[config.mk]
export PLATFORM = sky130hd
export DESIGN_NAME = ilr_div
export DESIGN_NICKNAME = d
export VERILOG_FILES = /design/src/rtl/assert_macros.svh /design/src/rtl/ilr_pkg.sv /design/src/rtl/ilr_div.sv
export SDC_FILE = /design/constraint.sdc
export NUM_CORES = 1
export LEC_CHECK = 0
export BUFFER_PORTS_ARGS = -buffer_cell sky130_fd_sc_hd__buf_2
export CORE_UTILIZATION = 30
export CTS_CLUSTER_DIAMETER = 120
export DETAILED_ROUTE_END_ITERATION = 10
export PLACE_DENSITY = 0.5
export SYNTH_ARGS = -nofsm -noshare
export SYNTH_HDL_FRONTEND = slang
export SYNTH_SLANG_ARGS = --single-unit
[constraint.sdc]
create_clock -name clk -period 3.85 [get_ports clk]
set_input_delay 0.1925 -clock clk [delete_from_list [all_inputs] [get_ports clk]]
set_output_delay 0.1925 -clock clk [all_outputs]
set_load 0.02 [all_outputs]
[src/rtl/assert_macros.svh]
// ----------------------------------------------------------------------------
// assert_macros.svh
// Concurrent assertion helpers, compiled out for synthesis.
// ----------------------------------------------------------------------------
`ifndef ASSERT_MACROS_SVH
`define ASSERT_MACROS_SVH

`ifndef SYNTHESIS

// property must hold at every clock edge outside reset
`define ILR_ASSERT(lbl, clk_s, rst_s, prop, msg) \
    lbl: assert property (@(posedge clk_s) disable iff (!rst_s) (prop)) else $error(msg);

// expression must never be true outside reset
`define ILR_NEVER(lbl, clk_s, rst_s, expr, msg) \
    lbl: assert property (@(posedge clk_s) disable iff (!rst_s) !(expr)) else $error(msg);

`else

`define ILR_ASSERT(lbl, clk_s, rst_s, prop, msg)
`define ILR_NEVER(lbl, clk_s, rst_s, expr, msg)

`endif

`endif

[src/rtl/ilr_pkg.sv]
// ----------------------------------------------------------------------------
// ilr_pkg
// Shared constants, types and helpers of the regression unit.
// ----------------------------------------------------------------------------
package ilr_pkg;

    localparam int COUNT_BITS = 24;
    localparam int MEAN_W     = 48;
    localparam int DEV_W      = 49;
    localparam int SPR_W      = 64;
    localparam int PROD_W     = 128;
    localparam int STEP_W     = 7;

    localparam logic [STEP_W-1:0] MEAN_DIV_STEPS  = 7'd49;
    localparam logic [STEP_W-1:0] SLOPE_DIV_STEPS = 7'd94;

    typedef struct packed {
        logic              start;
        logic [STEP_W-1:0] steps;
    } div_req_t;

    function automatic logic [63:0] mag64(input logic signed [63:0] v);
        logic [63:0] r;
        r = v[63] ? (64'd0 - 64'(v)) : 64'(v);
        return r;
    endfunction

    function automatic logic [63:0] mag49(input logic signed [DEV_W-1:0] v);
        logic [DEV_W-1:0] r;
        r = v[DEV_W-1] ? (DEV_W'(0) - DEV_W'(v)) : DEV_W'(v);
        return {{(64-DEV_W){1'b0}}, r};
    endfunction

    function automatic logic signed [63:0] add_sat64(input logic signed [63:0] a,
                                                     input logic signed [63:0] b);
        logic signed [64:0] s;
        logic signed [63:0] r;
        s = {a[63], a} + {b[63], b};
        if (s[64] != s[63])
            r = s[64] ? {1'b1, 63'd0} : {1'b0, {63{1'b1}}};
        else
            r = s[63:0];
        return r;
    endfunction

    // (|a|*|b|) >> 24 with sign, truncated toward zero, saturated to 64 bits
    function automatic logic signed [63:0] spread_term(input logic [PROD_W-1:0] p,
                                                       input logic neg);
        logic        over;
        logic [63:0] t;
        logic signed [63:0] r;
        over = |p[127:87];
        t    = {1'b0, p[86:24]};
        if (neg)
            r = over ? {1'b1, 63'd0} : -$signed(t);
        else
            r = over ? {1'b0, {63{1'b1}}} : $signed(t);
        return r;
    endfunction

endpackage

[src/rtl/ilr_div.sv]
// ----------------------------------------------------------------------------
// ilr_div
// Restoring divider, one quotient bit per cycle. The dividend arrives
// left-aligned; after N steps the low N bits of the quotient register hold
// the quotient.
// ----------------------------------------------------------------------------
module ilr_div (
    input  logic                        clk,
    input  logic                        rst_n,
    input  ilr_pkg::div_req_t           req,
    input  logic [ilr_pkg::PROD_W-1:0]  dividend,
    input  logic [63:0]                 divisor,
    output logic                        done,
    output logic [ilr_pkg::PROD_W-1:0]  quotient
);

    logic [63:0]                    rem_reg;
    logic [ilr_pkg::PROD_W-1:0]     dq_reg;
    logic [63:0]                    div_reg;
    logic [ilr_pkg::STEP_W-1:0]     cnt_reg;
    logic                           busy_reg;
    logic                           done_reg;
    logic [64:0]                    shifted;
    logic [64:0]                    diff;
    logic                           ge;

    assign shifted = {rem_reg, dq_reg[ilr_pkg::PROD_W-1]};
    assign diff    = shifted - {1'b0, div_reg};
    assign ge      = shifted >= {1'b0, div_reg};

    always_ff @(posedge clk or negedge rst_n)
    begin
        if (!rst_n)
        begin
            busy_reg <= 1'b0;
            done_reg <= 1'b0;
            cnt_reg  <= '0;
        end
        else if (req.start)
        begin
            busy_reg <= 1'b1;
            done_reg <= 1'b0;
            cnt_reg  <= req.steps;
        end
        else if (busy_reg)
        begin
            cnt_reg <= cnt_reg - 1'b1;
            if (cnt_reg == ilr_pkg::STEP_W'(1))
            begin
                busy_reg <= 1'b0;
                done_reg <= 1'b1;
            end
        end
        else
        begin
            done_reg <= 1'b0;
        end
    end

    always_ff @(posedge clk)
    begin
        if (req.start)
        begin
            rem_reg <= '0;
            dq_reg  <= dividend;
            div_reg <= divisor;
        end
        else if (busy_reg)
        begin
            rem_reg <= ge ? diff[63:0] : shifted[63:0];
            dq_reg  <= {dq_reg[ilr_pkg::PROD_W-2:0], ge};
        end
    end

    assign done     = done_reg;
    assign quotient = dq_reg;

endmodule

# Word level (Yosys, flattened, before mapping)
# Cells that the tools add are included.
[totals]
ff_bits = 265
input_bits = 202
out_inout_bits = 129
[classes]
addsub = 2
order_cmp = 1
eq_ne = 2
n_mux = 11
n_reduce_logical = 1
[op_table]
columns = ["operator", "count"]
rows = [
  ["$mux 128", 2],
  ["$ge 65x64->1", 1],
  ["$mux 64", 1],
  ["$sub 64x64->64", 1],
  ["$mux 7", 2],
  ["$eq 7x1->1 const B", 1],
  ["$sub 7x1->7 const B", 1],
  ["$mux 1", 6],
  ["$ne 3x2->1 const B", 1],
  ["$reduce_bool 2->1", 1],
]

# Longest topological paths before layout
[depth]
word_depth = 4
ltp_mapped = 15
mapped_depth_nobuf = 13

# Worst setup path after synthesis
# No wires, ideal clock.
[synth_path]
path_kind = "input -> register"
from = "input req[7] (netlist name)"
to = "register dq_reg (netlist bit quotient[0]) (enable)"
arrival_time_ns = 3.286
required_time_ns = 3.370
path_slack_ns = 0.083
cell_stages = 4
cell_sequence = "clkbuf_1 -> clkbuf_1 -> nor2_1 -> inv_1"
[synth_between]
elab_chain_len = 1
[synth_rtl]
columns = ["element", "line", "source"]
rows = [
  ["start: declaration", "ilr_div.sv:10", "input ilr_pkg::div_req_t req,"],
  ["$reduce_bool 2->1 (no source line)", "--", ""],
  ["end signal: assignment", "ilr_div.sv:65", "dq_reg <= dividend;"],
  ["end signal: assignment", "ilr_div.sv:71", "dq_reg <= {dq_reg[ilr_pkg::PROD_W-2:0], ge};"],
  ["end: declaration", "ilr_div.sv:18", "logic [ilr_pkg::PROD_W-1:0] dq_reg;"],
]
# No other way between the ends.
# A chain may end at the register's enable or synchronous reset.

# Final worst setup path
[layout_path]
from = "register div_reg[52]"
to = "register rem_reg[3]"
[layout_between]
elab_chain_len = 2
[layout_rtl]
columns = ["element", "line", "source"]
rows = [
  ["start: declaration", "ilr_div.sv:19", "logic [63:0] div_reg;"],
  ["start signal: assignment", "ilr_div.sv:66", "div_reg <= divisor;"],
  ["$ge 65x64->1", "ilr_div.sv:29", "assign ge = shifted >= {1'b0, div_reg};"],
  ["$mux 64", "ilr_div.sv:70", "rem_reg <= ge ? diff[63:0] : shifted[63:0];"],
  ["end signal: assignment", "ilr_div.sv:70", ""],
  ["end: declaration", "ilr_div.sv:17", "logic [63:0] rem_reg;"],
]
# No other way between the ends.

==> flow_summary.yaml <==
timing:
  finalWorstPathRequiredPeriod_ns: 3.62
  tightest_slew_ns: 1.00
  setup_viol: 0
  fmax_mhz: 276
  finalCritPeriodShare_pct: 94.0
  finalClockSkew_ns: 0.0208
  timing.hold.ws_ns: 0.0498
  tns_ns: 0
  slew_violations: 0
  rsz0062_at_grt: "no"
  fin_ws_ns: 0.232
  maxSlewHeadroom_pct: 33.2
  hold_violations: 0
synth:
  syn_nets: 1654
  netlist_area_mm2: 0.0146
  synth_cell_types: 66
  synth.area.top_cells: "edfxtp_1 (40%), mux2_2 (10%), dfxtp_1 (8.8%), ha_1 (5.7%), nand2_1 (4.4%)"
  synth_area_leader_cell: "edfxtp_1"
  synth.top_cell.area_share_pct: 39.6
  ys_warn_count: 0
  netlist_instances: 1385
  async_flop_share_pct: 3.40
  ys_seq_elements: 265
  synth.avg_cell_area_um2: 10.5
  ys_seq_area_share_pct: 49.9
  synth_edf_count: 192
  synth_flop_cell: "edfxtp_1"
clock_network:
  root_buffer: "clkbuf_16"
  clk_pin_slew_worst_paths_ns: 0.06
  clock_latency_ns: 0.56
  clock_path_buffers: 3
  htree_levels: 2
  numClockSinks: 265
  cts_made_buffers: 34
  cts_tree: "yes"
final_layout:
  final_area_mm2: 0.0202
  fill_cells: 4625
  final_nets: 2189
  fin_cells: 2565
  syn2layout_area_growth_pct: 38.6
  final_layout_size_suffix_gt1_share_pct: 29.0
  seqCellArea_mm2: 0.00728
  largest_reg_flops: 128
  multi_input_area_mm2: 0.00670
  layout_commonest_cell: "buf_2"
  final_cell_mix: "buf_2 (329), dlygate4sd3_1 (202), edfxtp_1 (192)"
route:
  post_drt_wl_per_cell_um: 17.9
  initialDrtViolationCount: 541
  vias: 12600
  totalWireLength_um: 46000
  antenna_left: 0
  drt_pass1_iterations: 4
  viasPerCell: 4.90
  route.detailed.drc: 0
critical_path:
  cp_max_fo: 18
  critical_path_class: "reg2reg"
  endpoint_kind: "register"
  path_depth: 12
  cpMaxStageDelayCell: "or4_4"
  worst_ep_arrival_time_ns: 4.06
  start_kind: "register"
  worst_r2r_path_depth: 12
  cp_slowest_stage_delay_ns: 0.59
  cp.buffers_inverters: 2
  crit_chain: "inv_1, ha_1, nand4_1, or4_4, nor4_2, nand4_1, o31ai_2, a21o_2, buf_12, nor2_4, or3_1, a311oi_1"
  crit_family: "simple AND/OR/NAND/NOR gates"
  crit_required_ns: 4.30
  cp_common_cell: "nand4_1"
grt:
  grt_pass1_wl_um: 70500
  grt_pass1_vias: 12800
  grtUsageTotal_pct: 18.1
  antenna_found_initial: 6
  grt_overflow: 0
  grt_max_degree: 96
place:
  place_ws_ns: -0.0913
  hpwlAfterDp_um: 32600
  dp.cells: 2289
  port_buffers: 330
  place_congestion: 0.851
  placed_area_mm2: 0.0170
die:
  ioPinCount: 331
  die_w_um: 222
  initial_core_util_pct: 30.5
  die_area_mm2: 0.0495
  die_y_um: 222
  row_count: 80
  core_mm2: 0.0478
power:
  pwr-share-seq_pct: 32.1
  p_leak_nw: 8.47
  internal_power_mw: 7.72
  pwr-share-comb_pct: 42.7
  switching_share_pct: 38.5
  vdd_drop_max_v: 0.000385
  power_switching_mw: 4.83
  clkPwrFrac_pct: 25.2
  power_density_mw_per_mm2: 621
job:
  max_cap_violations: 0
hold_path:
  min_path_cells: 1
  hp-class: "in2reg"
outcome:
  status: "complete, no violations"
## power by group through the flow
stage / Sequential [mW] / Clock [mW] / Combinational, mW
global route: 4.10 / 3.39 / 5.90
global placement: 4.06 / 0 / 5.02
CTS: 4.02 / 3.29 / 5.25
detailed placement: 4.06 / 0 / 5.01
finish: 4.03 / 3.16 / 5.36
floorplan: 4.19 / 0 / 3.42
## final timing paths
kind                             start          end  slack (ns)
max in group asynchronous        rst_n     busy_reg        2.31
hold / removal                  req[7]  div_reg[17]        0.05
hold reg to reg             rem_reg[3]   rem_reg[4]        0.49
setup reg to reg           div_reg[52]   rem_reg[3]        0.23
min in group asynchronous        rst_n   cnt_reg[1]        0.54
setup / recovery           div_reg[52]   rem_reg[3]        0.23
## cell families after synthesis
logic type	share of synthesized area [%]
muxes	10.3
AOI/OAI and AO/OA	14.5
xor gates and xnor gates	3.55
and+or+nand+nor	11.6
DFF	49.9
adders and majority gates	5.81
buffers and inverters	4.42
## synthesized netlist by cell type, types with 10 or more instances
cell / instances
nand2b_1: 10
dfxtp_1: 64
ha_1: 66
o211ai_1: 11
clkbuf_1: 60
xnor2_1: 41
a311oi_1: 46
xor2_1: 18
nand2_1: 169
edfxtp_1: 192
nor3_1: 15
o21ai_0: 60
nand3_1: 18
a21o_1: 23
nand4_1: 23
nor2_1: 108
o21bai_1: 14
a21oi_1: 93
mux2_2: 129
inv_1: 87
## area by class of cell
type / count / area share, %
antenna: 5 / 0.0620
multi-input combinational: 962 / 33.2
clock inverter: 16 / 0.855
sequential: 265 / 36.0
clock buffer: 45 / 4.57
inverter: 87 / 1.63
tap: 615 / 3.81
timing repair buffer: 570 / 19.9
## timing repair
| action | 4_1_cts | 5_1_grt |
|---|---|---|
| resized for setup | 1 | 5 |
| cloned | 1 | 1 |
| endpoints found under the setup margin | 25 | 60 |
| buffers inserted | 0 | 6 |
| endpoints found under the hold margin | 208 | 0 |
| pin swaps | 1 | 2 |
| hold buffers | 202 | 0 |
## per-stage QoR
| step | utilization, % | power (mW) |
|---|---|---|
| global route | 42.2 | 13.4 |
| finish | 42.2 | 12.5 |
| CTS | 42.0 | 12.6 |
| detailed placement | 35.5 | 9.08 |
| global placement | 35.5 | 9.08 |
| floorplan | - | 7.61 |
## layer usage
layer | GRT usage (%) | vias up | wire length (um)
li1 | - | 6151 | -
met1 | 21.9 | 5953 | 19400
met2 | 30.9 | 386 | 22100
met3 | 4.43 | 85 | 2980
met4 | 6.87 | 2 | 1500
met5 | 0 | - | 13
No activity file was read; power rests on OpenSTA's default activity.
