`config.mk`:
```
export PLATFORM = sky130hd
export DESIGN_NAME = ilr_mul
export DESIGN_NICKNAME = d
export VERILOG_FILES = /design/src/rtl/assert_macros.svh /design/src/rtl/ilr_pkg.sv /design/src/rtl/ilr_mul.sv
export SDC_FILE = /design/constraint.sdc
export NUM_CORES = 2
export LEC_CHECK = 0
export ABC_AREA = 1
export BUFFER_PORTS_ARGS = -buffer_cell sky130_fd_sc_hd__buf_2
export CORE_ASPECT_RATIO = 1.25
export CORE_UTILIZATION = 30
export CTS_CLUSTER_DIAMETER = 120
export DETAILED_ROUTE_END_ITERATION = 10
export PLACE_DENSITY = 0.52
export SLEW_MARGIN = 20
export SYNTH_ARGS = -nofsm -noshare
export SYNTH_HDL_FRONTEND = slang
export SYNTH_SLANG_ARGS = --single-unit
```
`constraint.sdc`:
```
create_clock -name clk -period 11.65 [get_ports clk]
set_input_delay 1.7475 -clock clk [delete_from_list [all_inputs] [get_ports clk]]
set_output_delay 1.7475 -clock clk [all_outputs]
set_load 0.05 [all_outputs]
```
`src/rtl/assert_macros.svh`:
```
// ----------------------------------------------------------------------------
// assert_macros.svh
// Concurrent assertion helpers, compiled out for synthesis.
// ----------------------------------------------------------------------------
`ifndef ASSERT_MACROS_SVH
`define ASSERT_MACROS_SVH

`ifndef SYNTHESIS

// property must hold at every clock edge outside reset
`define ILR_ASSERT(lbl, clk_s, rst_s, prop, msg) \
    lbl: assert property (@(posedge clk_s) disable iff (!rst_s) (prop)) else $error(msg);

// expression must never be true outside reset
`define ILR_NEVER(lbl, clk_s, rst_s, expr, msg) \
    lbl: assert property (@(posedge clk_s) disable iff (!rst_s) !(expr)) else $error(msg);

`else

`define ILR_ASSERT(lbl, clk_s, rst_s, prop, msg)
`define ILR_NEVER(lbl, clk_s, rst_s, expr, msg)

`endif

`endif

```
`src/rtl/ilr_pkg.sv`:
```
// ----------------------------------------------------------------------------
// ilr_pkg
// Shared constants, types and helpers of the regression unit.
// ----------------------------------------------------------------------------
package ilr_pkg;

    localparam int COUNT_BITS = 24;
    localparam int MEAN_W     = 48;
    localparam int DEV_W      = 49;
    localparam int SPR_W      = 64;
    localparam int PROD_W     = 128;
    localparam int STEP_W     = 7;

    localparam logic [STEP_W-1:0] MEAN_DIV_STEPS  = 7'd49;
    localparam logic [STEP_W-1:0] SLOPE_DIV_STEPS = 7'd94;

    typedef struct packed {
        logic              start;
        logic [STEP_W-1:0] steps;
    } div_req_t;

    function automatic logic [63:0] mag64(input logic signed [63:0] v);
        logic [63:0] r;
        r = v[63] ? (64'd0 - 64'(v)) : 64'(v);
        return r;
    endfunction

    function automatic logic [63:0] mag49(input logic signed [DEV_W-1:0] v);
        logic [DEV_W-1:0] r;
        r = v[DEV_W-1] ? (DEV_W'(0) - DEV_W'(v)) : DEV_W'(v);
        return {{(64-DEV_W){1'b0}}, r};
    endfunction

    function automatic logic signed [63:0] add_sat64(input logic signed [63:0] a,
                                                     input logic signed [63:0] b);
        logic signed [64:0] s;
        logic signed [63:0] r;
        s = {a[63], a} + {b[63], b};
        if (s[64] != s[63])
            r = s[64] ? {1'b1, 63'd0} : {1'b0, {63{1'b1}}};
        else
            r = s[63:0];
        return r;
    endfunction

    // (|a|*|b|) >> 24 with sign, truncated toward zero, saturated to 64 bits
    function automatic logic signed [63:0] spread_term(input logic [PROD_W-1:0] p,
                                                       input logic neg);
        logic        over;
        logic [63:0] t;
        logic signed [63:0] r;
        over = |p[127:87];
        t    = {1'b0, p[86:24]};
        if (neg)
            r = over ? {1'b1, 63'd0} : -$signed(t);
        else
            r = over ? {1'b0, {63{1'b1}}} : $signed(t);
        return r;
    endfunction

endpackage

```
`src/rtl/ilr_mul.sv`:
```
// ----------------------------------------------------------------------------
// ilr_mul
// 64x64 unsigned multiplier built from one 32x32 multiplier over four passes.
// ----------------------------------------------------------------------------
module ilr_mul (
    input  logic                        clk,
    input  logic                        rst_n,
    input  logic                        start,
    input  logic [63:0]                 a,
    input  logic [63:0]                 b,
    output logic                        done,
    output logic [ilr_pkg::PROD_W-1:0]  prod
);

    logic [63:0]                 a_reg;
    logic [63:0]                 b_reg;
    logic [63:0]                 pp_reg;
    logic [1:0]                  psh_reg;
    logic [2:0]                  phase_reg;
    logic                        busy_reg;
    logic                        done_reg;
    logic [ilr_pkg::PROD_W-1:0]  acc_reg;
    logic [31:0]                 a_part;
    logic [31:0]                 b_part;
    logic [ilr_pkg::PROD_W-1:0]  pp_shifted;

    assign a_part     = phase_reg[0] ? a_reg[63:32] : a_reg[31:0];
    assign b_part     = phase_reg[1] ? b_reg[63:32] : b_reg[31:0];
    assign pp_shifted = {64'd0, pp_reg} << {psh_reg, 5'd0};

    always_ff @(posedge clk or negedge rst_n)
    begin
        if (!rst_n)
        begin
            busy_reg  <= 1'b0;
            done_reg  <= 1'b0;
            phase_reg <= 3'd0;
        end
        else if (start)
        begin
            busy_reg  <= 1'b1;
            done_reg  <= 1'b0;
            phase_reg <= 3'd0;
        end
        else if (busy_reg)
        begin
            phase_reg <= phase_reg + 3'd1;
            if (phase_reg == 3'd4)
            begin
                busy_reg <= 1'b0;
                done_reg <= 1'b1;
            end
        end
        else
        begin
            done_reg <= 1'b0;
        end
    end

    always_ff @(posedge clk)
    begin
        if (start)
        begin
            a_reg   <= a;
            b_reg   <= b;
            acc_reg <= '0;
        end
        else if (busy_reg)
        begin
            if (phase_reg != 3'd4)
            begin
                pp_reg  <= a_part * b_part;
                psh_reg <= {1'b0, phase_reg[0]} + {1'b0, phase_reg[1]};
            end
            if (phase_reg != 3'd0)
                acc_reg <= acc_reg + pp_shifted;
        end
    end

    assign done = done_reg;
    assign prod = acc_reg;

endmodule

```
After elaboration in Yosys (flattened, before gate mapping)
Index checks and enable logic that the tools add are counted.
{"block": "word_totals", "regBits": 327, "input_bits": 131, "output_inout_bits": 129, "wordCells": 31}
{"block": "classes", "add_sub_neg": 3, "mul": 1, "n_eq_ne": 3, "shift": 1, "mux": 10, "n_bitwise": 1, "n_reduce_logical": 4}
{"cell": "128-bit adder", "n": 1}
{"cell": "64-bit by 7-bit << shifter with 128-bit output", "n": 1}
{"cell": "32-bit by 32-bit multiplier with 64-bit output", "n": 1}
{"cell": "32-bit 2-to-1 mux", "n": 2}
{"cell": "1-bit 2-to-1 mux", "n": 6}
{"cell": "3-bit 2-to-1 mux", "n": 2}
{"cell": "3-bit by 1-bit adder with 3-bit output (second input constant)", "n": 1}
{"cell": "3-bit == test (second input constant)", "n": 1}
{"cell": "3-bit by 2-bit inequality test with 1-bit output (second input constant)", "n": 1}
{"cell": "3-bit inequality test (second input constant)", "n": 1}
{"cell": "3-bit AND reduction", "n": 1}
{"cell": "3-bit nonzero test", "n": 1}
{"cell": "1-bit by 1-bit adder with 2-bit output", "n": 1}
{"cell": "2-bit AND reduction", "n": 1}
{"cell": "2-bit nonzero test", "n": 1}
{"cell": "1-bit NOT", "n": 1}

Logic depth before layout (Yosys ltp)
{"block": "logic_depth", "depth_word": 4, "depth_mapped": 38, "mapped_depth_nobuf": 34}

Least setup slack after synthesis
OpenSTA, ideal clock, no wires.
{"block": "synth_path", "path_type": "reg-to-reg", "startpoint": "register phase_reg[0]", "endpoint": "register pp_reg[63] (data pin)", "setup_time_ns": 0.252, "t_arrival_ns": 7.010, "t_required_ns": 11.398, "path_slack_ns": 4.387, "path_stages_with_launch": 35, "n_path_buf": 4, "period_less_slack_ns": 7.263, "path_cell_list": "dfrtp_1 -> buf_4 -> inv_2 -> buf_2 -> or2_2 -> o21ai_0 -> buf_2 -> buf_2 -> nor2_1 -> fa_1 -> inv_1 -> fa_1 -> fa_1 -> fa_1 -> inv_1 -> fa_1 -> inv_1 -> fa_1 -> inv_1 -> fa_1 -> inv_1 -> fa_1 -> inv_1 -> ha_1 -> nand2_1 -> nor2_1 -> inv_1 -> nor2_1 -> nand4_1 -> nand3_2 -> nand3_1 -> nand2_1 -> nand4_1 -> nand3_1 -> nand2_1"}
{"block": "synth_between", "elab_chain_cells": 2}
{"item": "from (decl)", "line_no": "ilr_mul.sv:19", "source": "logic [2:0] phase_reg;"}
{"item": "from (signal assigned)", "line_no": "ilr_mul.sv:47", "source": "phase_reg <= phase_reg + 3'd1;"}
{"item": "32-bit 2-to-1 mux", "line_no": "ilr_mul.sv:27", "source": "assign a_part = phase_reg[0] ? a_reg[63:32] : a_reg[31:0];"}
{"item": "32-bit by 32-bit multiplier with 64-bit output", "line_no": "ilr_mul.sv:72", "source": "pp_reg <= a_part * b_part;"}
{"item": "to (signal assigned)", "line_no": "ilr_mul.sv:72"}
{"item": "to (decl)", "line_no": "ilr_mul.sv:17", "source": "logic [63:0] pp_reg;"}
Every way passes these cells.
A chain may end at the register's enable or synchronous reset.

Final worst setup path
{"block": "layout_path", "startpoint": "register phase_reg[0]", "endpoint": "register pp_reg[50] (data pin)"}
Same word-level chain as after synthesis.

==> flow_summary_export.csv <==
group,metric,value,unit
synth,yosys_warnings,0,
cts,clock_latency,0.71,ns
cts,post_cts_buffers,0,
final_layout,n_fill_cell,21800,
final_layout,area_delta_synth_final,9.66,%
route,avgViaCountPerCell,4.79,
timing,worst_pin_slew,1.27,ns
synth,avgSynthCellArea,7.03,sq um
synth,syn_area,60100,sq um
cts,clockBufferDepth,3,
synth,synth_seq_cells,327,
final_layout,fin_nets,10100,
floorplan,rows,183,
cts,root_buffer,"clkbuf_16",
final_layout,fin_cells,11300,
worst_setup_path,crit_type,"reg2reg",
timing,hold_viol_final,0,
run,drv_cap,0,
floorplan,chipWidth,402,um
timing,fin_skew,0.0777,ns
placement,portBuffers,259,
worst_setup_path,cp.required,12.06,ns
synth,synth_cell_types,50,
timing,finalCritPeriodShare,81.5,%
worst_setup_path,slowest_stage,"clkinv_1",
cts,cts-resized-gates,0,
cts,htree_num_levels,2,
grt,gr-total-overflow,0,
route,drc,0,
synth,synth_edf_count,194,
route,dr.pass1.iters,5,
final_layout,drive_above_1_share,8.19,%
placement,placed_cells,11300,
worst_setup_path,crit_top_cell,"fa_1",
cts,hold_buffers,0,
timing,setup_violations,0,
timing,fin_setup_tns,0,ns
timing,timing.final.crit_period,9.50,ns
final_layout,seq_area,8520,sq um
grt,grt_util_all_layers,26.6,%
timing,rsz0062_at_grt,"no",
worst_setup_path,slowest_delay,0.68,ns
route,drt_wl_total,270,mm
synth,synthCells,8549,
synth,synth-main-ff-cell,"edfxtp_1",
worst_hold_path,min_path_type,"reg2reg",
grt,grt_pass1_wl,384,mm
synth,syn-num-nets,9969,
cts,cts_tree,"built",
final_layout,multi_input_area,42700,sq um
synth,synthArstFlopShare,1.53,%
floorplan,start_util,30.2,%
floorplan,die_h,503,um
grt,grt_max_degree,144,
route,ant_nets,0,
cts,cts_inserted_buffers,45,
placement,gp_congestion,1.07,
timing,maxSlewViolCount,0,
worst_setup_path,critPathLaunchType,"register",
route,vias,54300,
floorplan,design.core.area,199000,sq um
floorplan,ios,260,
placement,place_hpwl,226,mm
worst_setup_path,crit_fanout,33,
route,drt_iter0_drc,4320,
cts,path_clk_slew,0.06,ns
outcome,status,"completed",
timing,clock.fmax,105,MHz
synth,ys_seq_area_share,14.2,%
timing,slew_headroom,14.6,%
worst_setup_path,cp-end-kind,"register",
worst_setup_path,critPathArrivalTime,9.91,ns
grt,antenna_found_initial,4,
floorplan,dieArea,202000,sq um
final_layout,largest_reg_flops,128,
grt,grt_pass1_vias,56500,
cts,cts.sinks,327,
final_layout,final_util,33.1,%
route,avgRoutedWirePerCell,23.8,um
-- final cells by class --
| type | instances | area share (%) |
|---|---|---|
| clock buffers | 60 | 1.93 |
| multi-input cells | 5867 | 64.8 |
| clock inverters | 24 | 0.397 |
| well taps | 2590 | 4.91 |
| inverters | 2125 | 12.1 |
| flip-flops and latches | 327 | 12.9 |
| diodes | 1 | 0.00379 |
| repair buffers | 342 | 2.96 |
-- cell families (layout without fill, tap and decap cells) --
logic type                 Yosys count  after routing  synth area share, %
AOI/OAI and AO/OA                  496            496                 4.68
other                                0              1                    0
DFF                                327            327                 14.2
adders and majority gates         1289           1289                 38.0
buffers and inverters             2355           2551                 15.0
xor gates and xnor gates           117            117                 1.70
and+or+nand+nor                   3965           3965                 26.5
-- worst max-delay path: cells and delay by family, from the launching register on --
family | cells | cell delay (ns)
compound gates | 4 | 1.46
xor+xnor | 1 | 0.22
fa+ha+maj | 9 | 4.45
buf+inv | 6 | 1.42
flops | 1 | 0.61
simple gates | 5 | 1.10
-- layer usage --
layer  vias to the layer above  track usage, %  share of wire [%]
li1                      25200               -                  -
met1                     26300            30.0                 38
met2                      2165            47.4                 49
met3                       625            2.83                5.3
met4                         2            17.5                7.8
met5                         -               0             0.0033
-- cell usage after synthesis (2+ instances only) --
cell type	instances	share of area, %
nand2_1	2287	14
inv_1	2065	13
nor2_1	1240	7.7
fa_1	897	30
ha_1	392	8.2
o21ai_0	198	1.6
edfxtp_1	194	9.7
nand3_1	177	1.5
a21oi_1	162	1.3
buf_2	130	1.1
dfxtp_1	128	4.3
xor2_1	97	1.4
clkbuf_1	91	0.57
or2_2	62	0.65
inv_2	46	0.29
nand2_2	46	0.48
nor2_2	42	0.44
nor3_1	33	0.27
o21ai_2	33	0.48
a31oi_1	22	0.23
nand4_1	22	0.23
xnor2_1	20	0.29
o21ai_1	19	0.16
nand3_2	17	0.28
a21o_1	16	0.20
o21bai_1	15	0.19
clkinv_1	14	0.087
o211ai_1	13	0.16
nor2_4	12	0.22
nor3_2	9	0.15
buf_1	7	0.044
dfrtp_1	5	0.21
o21a_1	5	0.062
nor4_1	4	0.042
nor4_2	4	0.083
a21boi_0	3	0.037
or2_1	3	0.031
a211oi_1	2	0.025
a21boi_1	2	0.025
and2_2	2	0.025
buf_4	2	0.025
nand3b_1	2	0.025
o2111ai_1	2	0.029
-- cell usage in the layout (no fill, tap or decap), types with 16 or more instances in the layout --
master     netlist  final
nand2_1       2287   2287
inv_1         2065   2064
nor2_1        1240   1239
fa_1           897    897
ha_1           392    392
buf_2          130    258
edfxtp_1       194    194
nand3_1        177    177
o21ai_0        198    174
a21oi_1        162    162
dfxtp_1        128    128
xor2_1          97     97
buf_4            2     81
or2_2           62     62
o21ai_2         33     54
inv_2           46     47
clkbuf_16        0     47
nand2_2         46     46
nor2_2          42     42
nor3_1          33     33
nand4_1         22     22
a31oi_1         22     22
o21ai_1         19     21
clkinv_1        14     20
xnor2_1         20     20
nand3_2         17     17
a21o_1          16     16
-- stage by stage --
step                setup WS, ns  area (sq um)  hold slack (ns)
detailed placement          2.17         64400            0.544
global route                2.01         65900            0.592
finish                      2.15         65900            0.550
global placement            2.10         64400            0.523
CTS                         2.20         65900            0.555
floorplan                   4.39         60100            0.522
-- path summary, 6_finish.rpt --
| kind | startpoint | endpoint | slack (ns) | cells after the start |
|---|---|---|---|---|
| max in group asynchronous | rst_n | phase_reg[0] | 10.32 | 1 |
| worst min-delay path | prod[44] | prod[44] | 0.55 | 2 |
| worst max-delay path | phase_reg[0] | pp_reg[50] | 2.15 | 25 |
| worst max register to register | phase_reg[0] | pp_reg[50] | 2.15 | 25 |
| min in group asynchronous | rst_n | done | 1.04 | 1 |
| worst min register to register | prod[44] | prod[44] | 0.55 | 2 |
Power is left out: the tool's default activity adds up to more than one toggle a clock period on the data nets, which glitch-free logic cannot reach.
